===== config.mk =====
export PLATFORM = sky130hd
export DESIGN_NAME = mdaa_reduce_cell
export DESIGN_NICKNAME = d
export VERILOG_FILES = /design/src/design/mdaa_pkg.sv /design/src/design/mdaa_reduce_cell.sv
export SDC_FILE = /design/constraint.sdc
export NUM_CORES = 1
export LEC_CHECK = 0
export ABC_AREA = 1
export BUFFER_PORTS_ARGS = -buffer_cell sky130_fd_sc_hd__buf_4
export CORE_AREA = 2 2 200 202
export CTS_CLUSTER_DIAMETER = 150
export DETAILED_ROUTE_END_ITERATION = 8
export DIE_AREA = 0 0 202 204
export PLACE_DENSITY = 0.68
export SYNTH_ARGS = -nofsm -noshare
export SYNTH_HDL_FRONTEND = slang
export SYNTH_SLANG_ARGS = --single-unit

===== constraint.sdc =====
create_clock -name clk_i -period 1.6 [get_ports clk_i]
set_input_delay 0.24 -clock clk_i [delete_from_list [all_inputs] [get_ports clk_i]]
set_output_delay 0.24 -clock clk_i [all_outputs]
set_load 0.01 [all_outputs]

===== src/design/mdaa_pkg.sv =====
// Package for the modular multiply (double-and-add) unit: widths, cell payload
// types and the modular add and shift functions. Depends on nothing.
`timescale 1ns / 1ps

package mdaa_pkg;

  // Operand width and number of multiplicand bits scanned (8 to 63)
  localparam int unsigned FieldW = 63;
  localparam int unsigned ScanW  = 63;

  // Stream data widths, rounded up to whole bytes
  localparam int unsigned InDataW  = ((3 * FieldW + 7) / 8) * 8;
  localparam int unsigned OutDataW = ((FieldW + 7) / 8) * 8;

  typedef logic [FieldW-1:0] field_t;

  // Payload of a reduction cell: b is shifted out MSB first into r
  typedef struct packed {
    field_t a;
    field_t b;
    field_t m;
    field_t r;
  } red_t;

  // Payload of a double-and-add cell: a is shifted out LSB first
  typedef struct packed {
    field_t a;
    field_t m;
    field_t dbl;
    field_t acc;
  } mul_t;

  // (x + y) mod m for x, y < m, one conditional subtraction
  function automatic field_t add_mod(field_t x, field_t y, field_t m);
    logic [FieldW:0] sum;
    logic [FieldW:0] diff;
    sum  = {1'b0, x} + {1'b0, y};
    diff = sum - {1'b0, m};
    return (sum >= {1'b0, m}) ? diff[FieldW-1:0] : sum[FieldW-1:0];
  endfunction

  // (2r + in_bit) mod m for r < m, one step of restoring reduction
  function automatic field_t shift_mod(field_t r, logic in_bit, field_t m);
    logic [FieldW:0] sum;
    logic [FieldW:0] diff;
    sum  = {r, in_bit};
    diff = sum - {1'b0, m};
    return (sum >= {1'b0, m}) ? diff[FieldW-1:0] : sum[FieldW-1:0];
  endfunction

endpackage


===== src/design/mdaa_reduce_cell.sv =====
// One cell of the reduction chain: folds the next multiplier bit into the
// running remainder modulo the modulus. Depends on mdaa_pkg.
`timescale 1ns / 1ps

module mdaa_reduce_cell (
  input  logic           clk_i,
  input  logic           rst_ni,
  input  logic           en_i,
  input  logic           valid_i,
  input  mdaa_pkg::red_t red_i,
  output logic           valid_o,
  output mdaa_pkg::red_t red_o
);

  mdaa_pkg::red_t red_d;
  mdaa_pkg::red_t red_q;
  logic           valid_q;

  // Shift the top multiplier bit into the remainder and reduce
  always_comb begin
    red_d.a = red_i.a;
    red_d.m = red_i.m;
    red_d.b = {red_i.b[mdaa_pkg::FieldW-2:0], 1'b0};
    red_d.r = mdaa_pkg::shift_mod(red_i.r, red_i.b[mdaa_pkg::FieldW-1], red_i.m);
  end

  // Advance the valid flag
  always_ff @(posedge clk_i or negedge rst_ni) begin
    if (!rst_ni) begin
      valid_q <= 1'b0;
    end else if (en_i) begin
      valid_q <= valid_i;
    end
  end

  // Advance the payload
  always_ff @(posedge clk_i) begin
    if (en_i) begin
      red_q <= red_d;
    end
  end

  assign valid_o = valid_q;
  assign red_o   = red_q;

endmodule


Word level (Yosys, flattened, before mapping)
Index checks and enable logic that the tools add are counted.
{"block": "classes", "magnitude_cmp": 1, "add_sub_neg": 1, "mux": 1}
{"operator": ">= comparator 64 x 63 -> 1 bit", "n": 1}
{"operator": "2-to-1 mux 63 bit", "n": 1}
{"operator": "subtractor 63 bit", "n": 1}
{"block": "word_totals", "inputBits": 256, "output_inout_bits": 253, "ff_bits": 252, "wordCells": 8}

Depth between registers and ports, before layout
{"block": "depth", "word_depth": 2, "depth_mapped": 18}

Least setup slack after synthesis
No wires, ideal clock.
{"block": "synth_path", "path_kind": "in2reg", "start": "in red_i[188] (netlist name)", "end": "reg red_q, in the netlist red_o[47] (data pin)", "t_arrival_ns": 1.880, "path_slack_ns": -0.533, "required_ns": 1.347, "stages": 18, "cell_sequence": "inv_1 ha_1 fa_1 inv_1 nand2_1 nand2_1 nand3_2 nand2_4 nand2_4 nand2_4 nand2_2 nand3_2 nand2_2 nand2_4 inv_4 buf_2 nand2_1 nand2_1"}
{"element": "start, declared", "line_no": "mdaa_reduce_cell.sv:10", "text": "input mdaa_pkg::red_t red_i,"}
{"element": "end signal, assigned", "line_no": "mdaa_reduce_cell.sv:39", "text": "red_q <= red_d;"}
{"element": "end, declared", "line_no": "mdaa_reduce_cell.sv:16", "text": "mdaa_pkg::red_t red_q;"}

==> flow_summary.ini <==
[status]
status = complete, but fails checks
violations = negative setup slack

[placed_design]
gp_congestion = 0.950
hpwl_mm = 48.4
io_buffers = 507

[yosys]
avgSynthCellArea_um2 = 8.25
async_reset_ff_frac = 0.00397
netlist_instances = 1804
ys_seq_elements = 252
mappedNetlistNets = 2124
yosysSeqAreaShare = 0.508
ys.warnings.count = 0
synth_area_um2 = 14900
synth_flop_cell = edfxtp_1
synth_edf_count = 251
ys_types = 37

[floorplanning]
row_count = 73
die_h_um = 204
core_um2 = 39200
ios = 509
chipWidth_um = 202
initial_core_util = 0.380
dieArea_um2 = 41200

[timing]
drv_slew = 0
fin_crit_ps = 1820
fmax_mhz = 550
hold_violations = 0
rsz0062_at_grt = true
layout_setup_ws_ps = -219
setup_viol = 63
fin_crit_sh = 1.14
finalClockSkew_ps = 0

[worst_setup_path]
worstPathArrival_ps = 2150
cp_data_required_time_ps = 1930
worstSetupPathType = input port to flip-flop
cp_slowest_stage_delay_ps = 320
crit_path_max_fanout = 7
startpoint_type = input port
path_cells = buf_4, inv_1, ha_1, nand2_2, inv_2, nand2_4, nor4_4, nand2_2, nor3_4, nand2_4, nand2_8, buf_16, clkinv_16, nand2_4, nand2_2
crit_path_top_delay_cell = ha_1
cp-end-kind = flip-flop

[global_route]
grt_use_met2 = 0.575
use_met1 = 0.382
grt_max_degree = 60
grt_antenna_before_repair = 1
grt_first_pass_wirelength_mm = 99.2
grt_pass1_vias = 16534
grt_use_met3 = 0.0566
grt_util_all_layers = 0.320
grt_overflow = 0
grt_busiest_layer = met2

[drt]
totalWireLength_mm = 68.3
drcViolationCount = 0
dr_total_vias = 16107
ant_nets = 0
vias_per_cell = 4.71
wl_per_cell_um = 20.0
drt-initial-drc-count = 907
dr.pass1.iters = 6

[clock_tree]
clk_latency_ps = 560
cts_tree = yes
clock-sinks = 252
cts_buffer_depth = 3
numCtsBuffers = 28
path_clk_slew_ps = 60
cts_root_buffer = clkbuf_16
cts_max_level = 1

[cells_and_area]
final_cell_mix = buf_4 (775), nand2_1 (565), inv_1 (353), edfxtp_1 (251), dlygate4sd3_1 (241)
design.final.nets = 3195
area_delta_synth_final_pct = 80.6
final_common_cell = buf_4
area.sequential_um2 = 7560
multiInputGateArea_um2 = 7180
drive_above_1_share = 0.430
nFillCells = 2972
fin_util = 0.686

[power_and_ir_drop]
clockPowerShare = 0.300
internal_power_mw = 15.6
p_sw_frac = 0.306
vdd_drop_max_mv = 0.784
power.density_nw_per_um2 = 836
power_mw = 22.5
pwr-share-comb = 0.330
switchingPower_mw = 6.86
power.static_leakage_nw = 13.6
seqPwrFrac = 0.369

[flow_run]
cap_violations = 0

[hold_path]
holdCritPathClass = input port to flip-flop
Yosys cell counts, types with 7 or more instances:
master    count  area, µm²
nand2_1     699       2620
inv_1       397       1490
edfxtp_1    251       7540
nor2_1      100        375
nand3_1      68        340
ha_1         63        788
nand2_2      46        288
a21oi_1      37        185
xor2_1       30        263
nand3_2      22        220
nand4_1      18        113
nor3_1       11       55.1
o21ai_0       7       35.0
power by group through the flow:
| stage | Combinational (mW) | Sequential (mW) | Clock [mW] |
|---|---|---|---|
| floorplan | 2.17 | 8.70 | 0 |
| global placement | 5.75 | 8.39 | 0 |
| detailed placement | 5.81 | 8.39 | 0 |
| CTS | 7.07 | 8.27 | 6.76 |
| global route | 7.91 | 8.35 | 7.05 |
| finish | 7.42 | 8.30 | 6.75 |
through the flow:
| step | setup TNS, ps | setup WS (ps) | hold WS, ps | instances | cell area [µm²] |
|---|---|---|---|---|---|
| floorplan | -25560 | -422 | -55.6 | 1804 | 15000 |
| global placement | -58790 | -970 | 15.5 | 3083 | 21400 |
| detailed placement | -61650 | -1030 | 16.9 | 3083 | 21400 |
| CTS | -7030 | -139 | 32.4 | 3405 | 26300 |
| global route | -13520 | -285 | 11.7 | 3420 | 26900 |
| finish | -10360 | -219 | 20.6 | 3421 | 26900 |
routing by layer:
metal / vias to the layer above / wire length [µm]
li1: 7716 / -
met1: 7623 / 26500
met2: 636 / 34600
met3: 132 / 4710
met4: 0 / 2590
met5: - / 0
registers in the layout, indices dropped and copies added, names as in the netlist:
name	count
red_o	251
valid_o	1
path summary, 6_finish.rpt:
| kind | start | endpoint | slack [ps] | cells past startpoint |
|---|---|---|---|---|
| worst min-delay path | red_i[188] | red_o[0]$_DFFE_PP_ | 20 | 3 |
| max in group asynchronous | rst_ni | valid_o$_DFFE_PN0P_ | 960 | 3 |
| worst max-delay path | red_i[121] | red_o[24]$_DFFE_PP_ | -220 | 15 |
| worst max register to register | valid_o$_DFFE_PN0P_ | valid_o$_DFFE_PN0P_ | 840 | 1 |
| min in group asynchronous | rst_ni | valid_o$_DFFE_PN0P_ | 530 | 3 |
| worst min register to register | valid_o$_DFFE_PN0P_ | valid_o$_DFFE_PN0P_ | 530 | 1 |
kinds of logic after synthesis:
logic type	count (synthesis)	share of synthesized area
AOI/OAI and AO/OA	48	0.0170
muxes	1	0.000756
adders and majority gates	64	0.0543
DFF	252	0.508
and+or+nand+nor	992	0.287
other	1	0.000252
buffers and inverters	416	0.115
xor gates and xnor gates	30	0.0177
what timing repair did:
item / 4_1_cts / 5_1_grt
hold buffers: 241 / 0
resized for setup: 276 / 119
buffers inserted: 21 / 15
gates cloned: 10 / 1
endpoints found under the setup margin: 63 / 63
hold endpoints to repair: 243 / 0
pin swaps: 40 / 35
final cells by class:
type,count,share of cell area
multi-input combinational,1136,0.267
clock buffer,35,0.0278
sequential,252,0.281
timing repair buffer,1048,0.329
clock inverter,15,0.00675
antenna,1,0.0000931
inverter,402,0.0580
timing repair inverter,7,0.00559
tap,525,0.0244
worst max-delay path: cells and delay by family:
family,cells,cell delay (ps)
fa+ha+maj,1,320
simple gates,9,1030
buf+inv,5,540
Power figures use the tool's default switching activity.
