**src/design/mdaa_pkg.sv**
```systemverilog
// Package for the modular multiply (double-and-add) unit: widths, cell payload
// types and the modular add and shift functions. Depends on nothing.
`timescale 1ns / 1ps

package mdaa_pkg;

  // Operand width and number of multiplicand bits scanned (8 to 63)
  localparam int unsigned FieldW = 63;
  localparam int unsigned ScanW  = 63;

  // Stream data widths, rounded up to whole bytes
  localparam int unsigned InDataW  = ((3 * FieldW + 7) / 8) * 8;
  localparam int unsigned OutDataW = ((FieldW + 7) / 8) * 8;

  typedef logic [FieldW-1:0] field_t;

  // Payload of a reduction cell: b is shifted out MSB first into r
  typedef struct packed {
    field_t a;
    field_t b;
    field_t m;
    field_t r;
  } red_t;

  // Payload of a double-and-add cell: a is shifted out LSB first
  typedef struct packed {
    field_t a;
    field_t m;
    field_t dbl;
    field_t acc;
  } mul_t;

  // (x + y) mod m for x, y < m, one conditional subtraction
  function automatic field_t add_mod(field_t x, field_t y, field_t m);
    logic [FieldW:0] sum;
    logic [FieldW:0] diff;
    sum  = {1'b0, x} + {1'b0, y};
    diff = sum - {1'b0, m};
    return (sum >= {1'b0, m}) ? diff[FieldW-1:0] : sum[FieldW-1:0];
  endfunction

  // (2r + in_bit) mod m for r < m, one step of restoring reduction
  function automatic field_t shift_mod(field_t r, logic in_bit, field_t m);
    logic [FieldW:0] sum;
    logic [FieldW:0] diff;
    sum  = {r, in_bit};
    diff = sum - {1'b0, m};
    return (sum >= {1'b0, m}) ? diff[FieldW-1:0] : sum[FieldW-1:0];
  endfunction

endpackage

```
**src/design/mdaa_dbl_add_cell.sv**
```systemverilog
// One cell of the double-and-add chain: adds the doubled multiplier when the
// current multiplicand bit is set, then doubles it. Depends on mdaa_pkg.
`timescale 1ns / 1ps

module mdaa_dbl_add_cell (
  input  logic           clk_i,
  input  logic           rst_ni,
  input  logic           en_i,
  input  logic           valid_i,
  input  mdaa_pkg::mul_t mul_i,
  output logic           valid_o,
  output mdaa_pkg::mul_t mul_o
);

  mdaa_pkg::mul_t mul_d;
  mdaa_pkg::mul_t mul_q;
  logic           valid_q;

  // Accumulate on a set bit and double in parallel, both from the old value
  always_comb begin
    mul_d.m   = mul_i.m;
    mul_d.a   = {1'b0, mul_i.a[mdaa_pkg::FieldW-1:1]};
    mul_d.dbl = mdaa_pkg::add_mod(mul_i.dbl, mul_i.dbl, mul_i.m);
    mul_d.acc = mul_i.a[0] ? mdaa_pkg::add_mod(mul_i.acc, mul_i.dbl, mul_i.m)
                           : mul_i.acc;
  end

  // Advance the valid flag
  always_ff @(posedge clk_i or negedge rst_ni) begin
    if (!rst_ni) begin
      valid_q <= 1'b0;
    end else if (en_i) begin
      valid_q <= valid_i;
    end
  end

  // Advance the payload
  always_ff @(posedge clk_i) begin
    if (en_i) begin
      mul_q <= mul_d;
    end
  end

  assign valid_o = valid_q;
  assign mul_o   = mul_q;

endmodule

```
**config.mk**
```make
export PLATFORM = sky130hd
export DESIGN_NAME = mdaa_dbl_add_cell
export DESIGN_NICKNAME = d
export VERILOG_FILES = /design/src/design/mdaa_pkg.sv /design/src/design/mdaa_dbl_add_cell.sv
export SDC_FILE = /design/constraint.sdc
export NUM_CORES = 1
export LEC_CHECK = 0
export BUFFER_PORTS_ARGS = -buffer_cell sky130_fd_sc_hd__buf_2
export CORE_MARGIN = 2
export CORE_UTILIZATION = 45
export DETAILED_ROUTE_END_ITERATION = 8
export GPL_TIMING_DRIVEN = 1
export PLACE_DENSITY_LB_ADDON = 0.15
export SLEW_MARGIN = 20
export SYNTH_ARGS = -nofsm -noshare
export SYNTH_HDL_FRONTEND = slang
export SYNTH_SLANG_ARGS = --single-unit
```
**constraint.sdc**
```tcl
create_clock -name clk_i -period 2.01 [get_ports clk_i]
set_input_delay 0 -clock clk_i [delete_from_list [all_inputs] [get_ports clk_i]]
set_output_delay 0 -clock clk_i [all_outputs]
set_load 0.01 [all_outputs]
```
# [Word-level counts from Yosys, hierarchy flattened]
# Index checks and enable logic that the tools add are counted.
[op_classes] add_sub_neg=4 n_mux=3 magnitude_cmp=2
[ops] operator="2-to-1 mux 63 bit" count=3
[ops] operator="adder 63 x 63 -> 64 bit" count=2
[ops] operator="greater-or-equal comparator 64 x 63 -> 1 bit" count=2
[ops] operator="subtractor 63 bit" count=2
[totals] register_bits=252 input_bits=256

# [Depth between registers and ports, before layout]
# Gate-level depths: netlist of the first run.
[depth] depth_word=4 ltp_mapped=26 depth_no_buf=24

# [Worst setup path after synthesis of the first run]
# Ideal clock, no wire load.
[synth_timing] kind="in2reg" startpoint="input port mul_i[0] (netlist bit)" endpoint="register mul_q, in the netlist mul_o[61] (data pin)" arrival_ps=4608 path_slack_ps=-2859 cell_stages=21 setup_ps=261 cell_sequence="ha_1 > fa_1 > a211oi_1 > o21ai_0 > a211oi_1 > nor3_1 > nor2_1 > o21bai_1 > a21oi_1 > xnor2_1 > ha_1 > nand2_1 > or2_2 > or3_1 > or3_1 > o21a_1 > o21ai_4 > nand2_1 > a31o_2 > xnor2_1 > a221o_1"
[synth_lines] item="from (decl)" line="mdaa_dbl_add_cell.sv:10" text="input mdaa_pkg::mul_t mul_i,"
[synth_lines] item="to (signal assigned)" line="mdaa_dbl_add_cell.sv:40" text="mul_q <= mul_d;"
[synth_lines] item="to (decl)" line="mdaa_dbl_add_cell.sv:16" text="mdaa_pkg::mul_t mul_q;"

==> summary.md, run 1 <==
| Metric | Value |
|---|---|
| Status | `complete, but fails checks` |
| Failing checks | `setup timing` |
| Max Cap Viol | `0` |
| Post-Syn Instances | `2282` |
| Slew Limit Fails | `0` |
| Die area | `around 47000 µm²` |
| Final worst slack | `-2.51 ns` |
| Hold wc startpoint | `mul_i[65]` |
| Tot Pwr | `0.0295 W` |
| Synth Net Count | `2730` |
| Worst setup SP type | `primary input` |
| Worst r2r src | `valid_o$_DFFE_PN0P_` |
| Nets | `4419` |
| IO Count | `509` |
| CTS max path bufs | `3` |
| Routed Antenna Nets | `0` |
| Cell Area, Placed | `30500 µm²` |
| Placer Congestion | `0.996` |
| Seq/Total Area, Yosys | `between 30% and 40%` |
| Starting Density | `45.3%` |
| Vias per inst | `5.84` |
| DRT Wirelength | `~110000 µm` |
| Fillers | `2645` |
| Count leader, synth | `nand2_1` |
| Main synth FF type | `edfxtp_1` |
| DRT Pass-1 Iters | `6` |
| Via Count | `roughly 27000` |
| Die H | `217 µm` |
| Area Growth Syn to Fin | `84.0%` |
| Worst Path Required | `between 2 and 2.5 ns` |
| Core ar. | `between 40000 and 50000 µm²` |
| Vias in the first global route | `26000` |
| Worst-margin pin slew | `about 0.78 ns` |
| Clock sinks | `252` |
| Final Hold Viols | `0` |
| Min-Delay Path Class | `in -> reg` |
| CTS tree | `yes` |
| Iter 0 DRT Violations | `2954` |
| Arrival time at the worst endpoint | `4.96 ns` |
| First-pass GRT wire length | `~150000 µm` |
| Initial antenna violation count | `13` |
| WHS Endpoint | `mul_o[66]$_DFFE_PP_` |
| R2R depth | `1` |
| Latest clock arrival within the worst-skew pair | `0.62 ns` |
| Worst slack, placed | `-3.24 ns` |
| Hold path depth | `5` |
| Total track usage | `40.4%` |
| Share of the synthesized area in the top cell type | `36.9%` |
| Number of setup violations in the final report | `between 100 and 150` |
| Clock Skew | `0 ns` |
| Total gr overflow | `0` |
| CP max FO | `4` |
| Asr flop ratio synth | `0.397%` |
| DR WL/cell | `approximately 24 µm` |
| Clock transition at the registers of the reported paths | `approximately 0.07 ns` |
| Achievable Freq | `221 MHz` |
| RSZ-0062 raised after global routing | `yes` |
| Die X | `217 µm` |
| Top cells by count, synth | `nand2_1, edfxtp_1, a21oi_1` |
| Setup_tns | `-199.57 ns` |
| Post-synth EDFFs | `251` |
| Share of layout cells above drive strength 1 | `48.6%` |
| Reg-to-reg setup timing slack | `1.27 ns` |
| CTS Root Cell | `clkbuf_16` |
| TritonCTS Buffers | `31` |
| Tmin final | `4.52 ns` |
| Yosys cell types | `just over 90` |
| Post-route DRC | `0` |
| Num rows | `78` |
| Crit end category | `flop` |
| Port buffer count | `507` |
| H-tree levels | `1` |
| Cell Area, Synth | `20400 µm²` |
| Synth area leaders | `edfxtp_1, ha_1, a21oi_1` |
| Syn Area/Cell | `8.95 µm²` |
| Worst VDD drop | `0.757 mV` |
| Crit Reg-Reg Endpoint | `valid_o$_DFFE_PN0P_` |
| Area leader, netlist | `edfxtp_1` |
| Pwr Density | `785 nW/µm²` |
| Largest net degree at the start of global routing | `100` |
| Leak | `17.5 nW` |
| Final HPWL DP | `71400 µm` |
| Post-route cell area | `37600 µm²` |
| CP Class | `in -> reg` |
| Ys Warns | `0` |
| Slew HR | `48.2%` |
| Final cycle utilization of the critical path | `225%` |
| Yosys reg bits | `252` |
| Hold_ws | `0.0404 ns` |
## cells by family (layout without fill, tap and decap cells)
kind of cell | after synthesis | after routing | share of synthesized area, %
mux | 24 | 24 | 1.24
flops | 252 | 252 | 37.0
fa+ha+maj | 192 | 192 | 11.9
buf+inv | 207 | 1921 | 4.10
xor+xnor | 166 | 166 | 7.12
other cells | 1 | 16 | 0.0184
compound gates | 769 | 769 | 23.6
simple gates | 671 | 671 | 15.1
## registers in the layout (all words and copies together) (netlist names)
name,cells
mul_o,251
valid_o,1
## metrics by stage
| step | utilization [%] | std cells |
|---|---|---|
| 2_1_floorplan | - | 2282 |
| 4_1_cts | 79.0 | 4546 |
| 6_report | 83.4 | 4611 |
| 3_3_place_gp | 67.7 | 4188 |
| 3_5_place_dp | 67.7 | 4188 |
| 5_1_grt | 83.3 | 4608 |
## how the worst max path moves through the flow
stage / slack, ns / depth (start not counted) / startpoint / end
after floorplan: -2.49 / 21 / mul_i[0] / mul_o[61]$_DFFE_PP_
after global placement: -3.21 / 23 / mul_i[0] / mul_o[49]$_DFFE_PP_
after detailed placement: -3.24 / 23 / mul_i[0] / mul_o[49]$_DFFE_PP_
after CTS: -2.25 / 23 / mul_i[63] / mul_o[49]$_DFFE_PP_
after global routing: -2.76 / 25 / mul_i[63] / mul_o[50]$_DFFE_PP_
final: -2.51 / 25 / mul_i[63] / mul_o[50]$_DFFE_PP_
## per-layer routing
layer,part of all wire (%),GRT usage [%]
met1,37,49.2
met2,46,67.1
met3,10,8.43
met4,6.8,21.6
met5,0.012,0
## power by group
part           total [W]  switching [W]  internal, W  leakage (nW)
sequential       0.00707       0.000381      0.00668          2.47
clock            0.00626        0.00274      0.00352         0.525
combinational     0.0162        0.00828      0.00790          14.5
total             0.0295         0.0114       0.0181          17.5
## critical path, stage by stage
cell and delay [ns]:
buf_8 0.10, ha_4 0.16, fa_2 0.39, a211oi_4 0.27
o21ai_4 0.10, a211oi_2 0.26, buf_4 0.19, nor3_4 0.05
nor2_4 0.13, buf_6 0.10, o21bai_4 0.07, xnor2_2 0.16
ha_1 0.33, buf_6 0.12, nand4_1 0.26, nor4_2 0.33
nand3_1 0.22, o311ai_4 0.15, a21boi_4 0.10, o21bai_2 0.17
a21oi_2 0.10, o41ai_4 0.46, nor2_2 0.09, or4_4 0.44
a31oi_4 0.19
## area by class of cell
class	count	area (µm²)	area share (%)
multi-input cells	1823	14300	38.1
repair buffers	1753	13400	35.7
flip-flops and latches	252	7560	20.1
clock buffers	33	783	2.08
well taps	600	751	2.00
inverters	110	418	1.11
clock inverters	25	300	0.799
diodes	15	37.5	0.0999
## cell usage in the layout, fill, tap and decap left out, types with 35 or more instances in the layout
master	instances
a21o_1	88
o21ai_1	50
ha_1	156
a31oi_1	40
buf_2	491
nand2_2	45
nor2_1	144
nand2_1	196
o21ai_2	51
xor2_1	68
buf_4	903
buf_6	52
xnor2_1	84
nand4_1	49
nand3_1	43
nand2_4	35
dlygate4sd3_1	256
a21oi_2	42
o21ai_0	89
inv_1	105
edfxtp_1	251
a21oi_1	191
clkbuf_16	37
## repair_timing
item | 4_1_cts | 5_1_grt
gates resized for setup | 219 | 356
buffers inserted | 39 | 50
cloned | 8 | 7
hold buffers | 255 | 2
pin swaps | 104 | 163
setup endpoints to repair | 126 | 126
hold endpoints to repair | 293 | 2
Note: power is estimated with default switching activity, not from simulation.
==> inputs of run 2 (changes only) <==
BUFFER_PORTS_ARGS = -buffer_cell sky130_fd_sc_hd__buf_4   (was -buffer_cell sky130_fd_sc_hd__buf_2)
HOLD_SLACK_MARGIN = 0.02   (was unset)
==> summary.md, run 2 (synthesis gave the netlist of run 1 again) <==
| Metric | Value |
|---|---|
| Arrival time at the worst endpoint | `4.71 ns` |
| Hold path depth | `3` |
| Hold wc startpoint | `mul_i[189]` |
| Worst-margin pin slew | `~0.65 ns` |
| DR WL/cell | `22.7 µm` |
| Share of layout cells above drive strength 1 | `44.8%` |
| Achievable Freq | `230 MHz` |
| Post-placement cell count | `4164` |
| Area Growth Syn to Fin | `81.1%` |
| Post-route cell area | `37000 µm²` |
| CTS tree | `yes` |
| Commonest cells after routing, fill and taps aside | `buf_4, nand2_1, dlygate4sd3_1, edfxtp_1, a21oi_1` |
| Largest net degree at the start of global routing | `100` |
| Hold_ws | `0.00481 ns` |
| CP Launch Point | `mul_i[73]` |
| Pwr Density | `about 760 nW/µm²` |
| Clock sinks | `approximately 250` |
| Number of setup violations in the final report | `126` |
| Vias in the first global route | `26400` |
| DRT Pass-1 Iters | `6` |
| Max Cap Viol | `0` |
| Die H | `217 µm` |
| CTS Root Cell | `clkbuf_16` |
| CP Class | `in -> reg` |
| Cell Area, Placed | `~32000 µm²` |
| Tmin final | `4.36 ns` |
| Leak | `approximately 17 nW` |
| Nets | `4342` |
| Setup_tns | `-185.41 ns` |
| Worst VDD drop | `0.747 mV` |
| Initial antenna violation count | `8` |
| Placer Congestion | `1.00` |
| Worst r2r src | `valid_o$_DFFE_PN0P_` |
| Worst setup SP type | `primary input` |
| Slew Limit Fails | `0` |
| Iter 0 DRT Violations | `around 2500` |
| Min-Delay Path Class | `in -> reg` |
| Clock Skew | `0 ns` |
| Clock transition at the registers of the reported paths | `about 0.070 ns` |
| IO Count | `~510` |
| Routed Antenna Nets | `0` |
| Final HPWL DP | `72500 µm` |
| R2R depth | `2` |
| Vias per inst | `approximately 5.8` |
| Final Hold Viols | `0` |
| Die X | `roughly 220 µm` |
| Starting Density | `45.3%` |
| Post-route DRC | `0` |
| Via Count | `26100` |
| RSZ-0062 raised after global routing | `yes` |
| Status | `complete, but fails checks` |
| Core ar. | `45100 µm²` |
| Final cycle utilization of the critical path | `217%` |
| Port buffer count | `507` |
| Latest clock arrival within the worst-skew pair | `0.61 ns` |
| First-pass GRT wire length | `151000 µm` |
| CTS max path bufs | `3` |
| DRT Wirelength | `103000 µm` |
| Finished Layout Cells | `4523` |
| Tot Pwr | `roughly 0.028 W` |
| Total gr overflow | `0` |
| Die area | `47100 µm²` |
| Slew HR | `a little under three fifths` |
| Commonest non-fill, non-tap cell in the layout | `buf_4` |
| Total track usage | `41.2%` |
| Crit end category | `flop` |
| Final worst slack | `-2.35 ns` |
| TritonCTS Buffers | `30` |
| Num rows | `78` |
| Failing checks | `setup timing` |
| CP max FO | `8` |
| H-tree levels | `1` |
| Max reg flops | `251` |
| Worst Path Required | `between 2 and 2.5 ns` |
-- run 2: cell types whose count changed in the layout (fill, tap and decap cells not counted), moves of 9 or more --
cell / delta
buf_8: -10
o21ai_0: +10
buf_4: +463
nand2_2: -34
a21oi_1: +10
o21ai_2: -21
nand2_4: -32
buf_12: -9
buf_6: -21
buf_2: -491
o21ai_1: +15
nand2_1: +66
-- run 2: worst paths after layout --
kind                                        to  slack, ns
min reg2reg                valid_o$_DFFE_PN0P_       1.15
min                        mul_o[26]$_DFFE_PP_      0.005
max reg2reg                valid_o$_DFFE_PN0P_       0.63
min in group asynchronous  valid_o$_DFFE_PN0P_       0.25
max in group asynchronous  valid_o$_DFFE_PN0P_       1.65
max                        mul_o[59]$_DFFE_PP_      -2.35
-- run 2: timing repair --
action,CTS,global route
setup buffers,22,17
gates cloned,0,1
setup endpoints to repair,126,126
gates resized for setup,165,157
endpoints found under the hold margin,292,1
pin swaps,87,69
hold buffers,258,1
-- run 2: final cells by class --
type,count,area (µm²)
multi-input cells,1823,13700
repair buffers,1677,13600
fillers,2774,8090
flip-flops and latches,252,7560
clock buffers,33,762
well taps,600,751
inverters,110,418
clock inverters,21,249
diodes,7,17.5
-- run 2: stage by stage --
step,utilization (%),setup WS (ns)
after floorplan,-,-2.49
after global placement,70.0,-3.30
after detailed placement,70.0,-3.32
after CTS,80.1,-2.24
after global routing,82.1,-2.56
final,82.1,-2.35
-- run 2: layer usage --
metal	vias up	GRT usage [%]	wire length (µm)
met5	-	0	17
met4	2	21.1	6020
met3	344	7.67	9170
met2	1555	70.6	48800
met1	12500	49.5	38800
li1	11700	-	-
-- run 2: critical path, cell delays in order --
cell and delay (ns):
buf_4 0.15, ha_4 0.29, nand4_1 0.23, nor2_2 0.23
nand3_2 0.12, buf_6 0.14, a31oi_4 0.16, buf_6 0.14
nor2b_2 0.05, o21ai_2 0.20, buf_4 0.15, xor2_1 0.21
ha_2 0.37, a21oi_1 0.22, o21ai_0 0.13, a21oi_2 0.21
o311ai_4 0.20, a41oi_2 0.32, nor3_2 0.09, o21ai_2 0.21
nand2_4 0.13, buf_6 0.14, buf_8 0.13, nand3b_1 0.10
mux2i_1 0.10, a221o_1 0.28
-- run 2: power by group --
group | leakage, nW | total, W | switching [W] | internal (W)
registers | 2.47 | 0.00707 | 0.000380 | 0.00668
clock network | 0.469 | 0.00590 | 0.00262 | 0.00328
logic | 14.1 | 0.0153 | 0.00764 | 0.00766
total | 17.1 | 0.0283 | 0.0106 | 0.0176
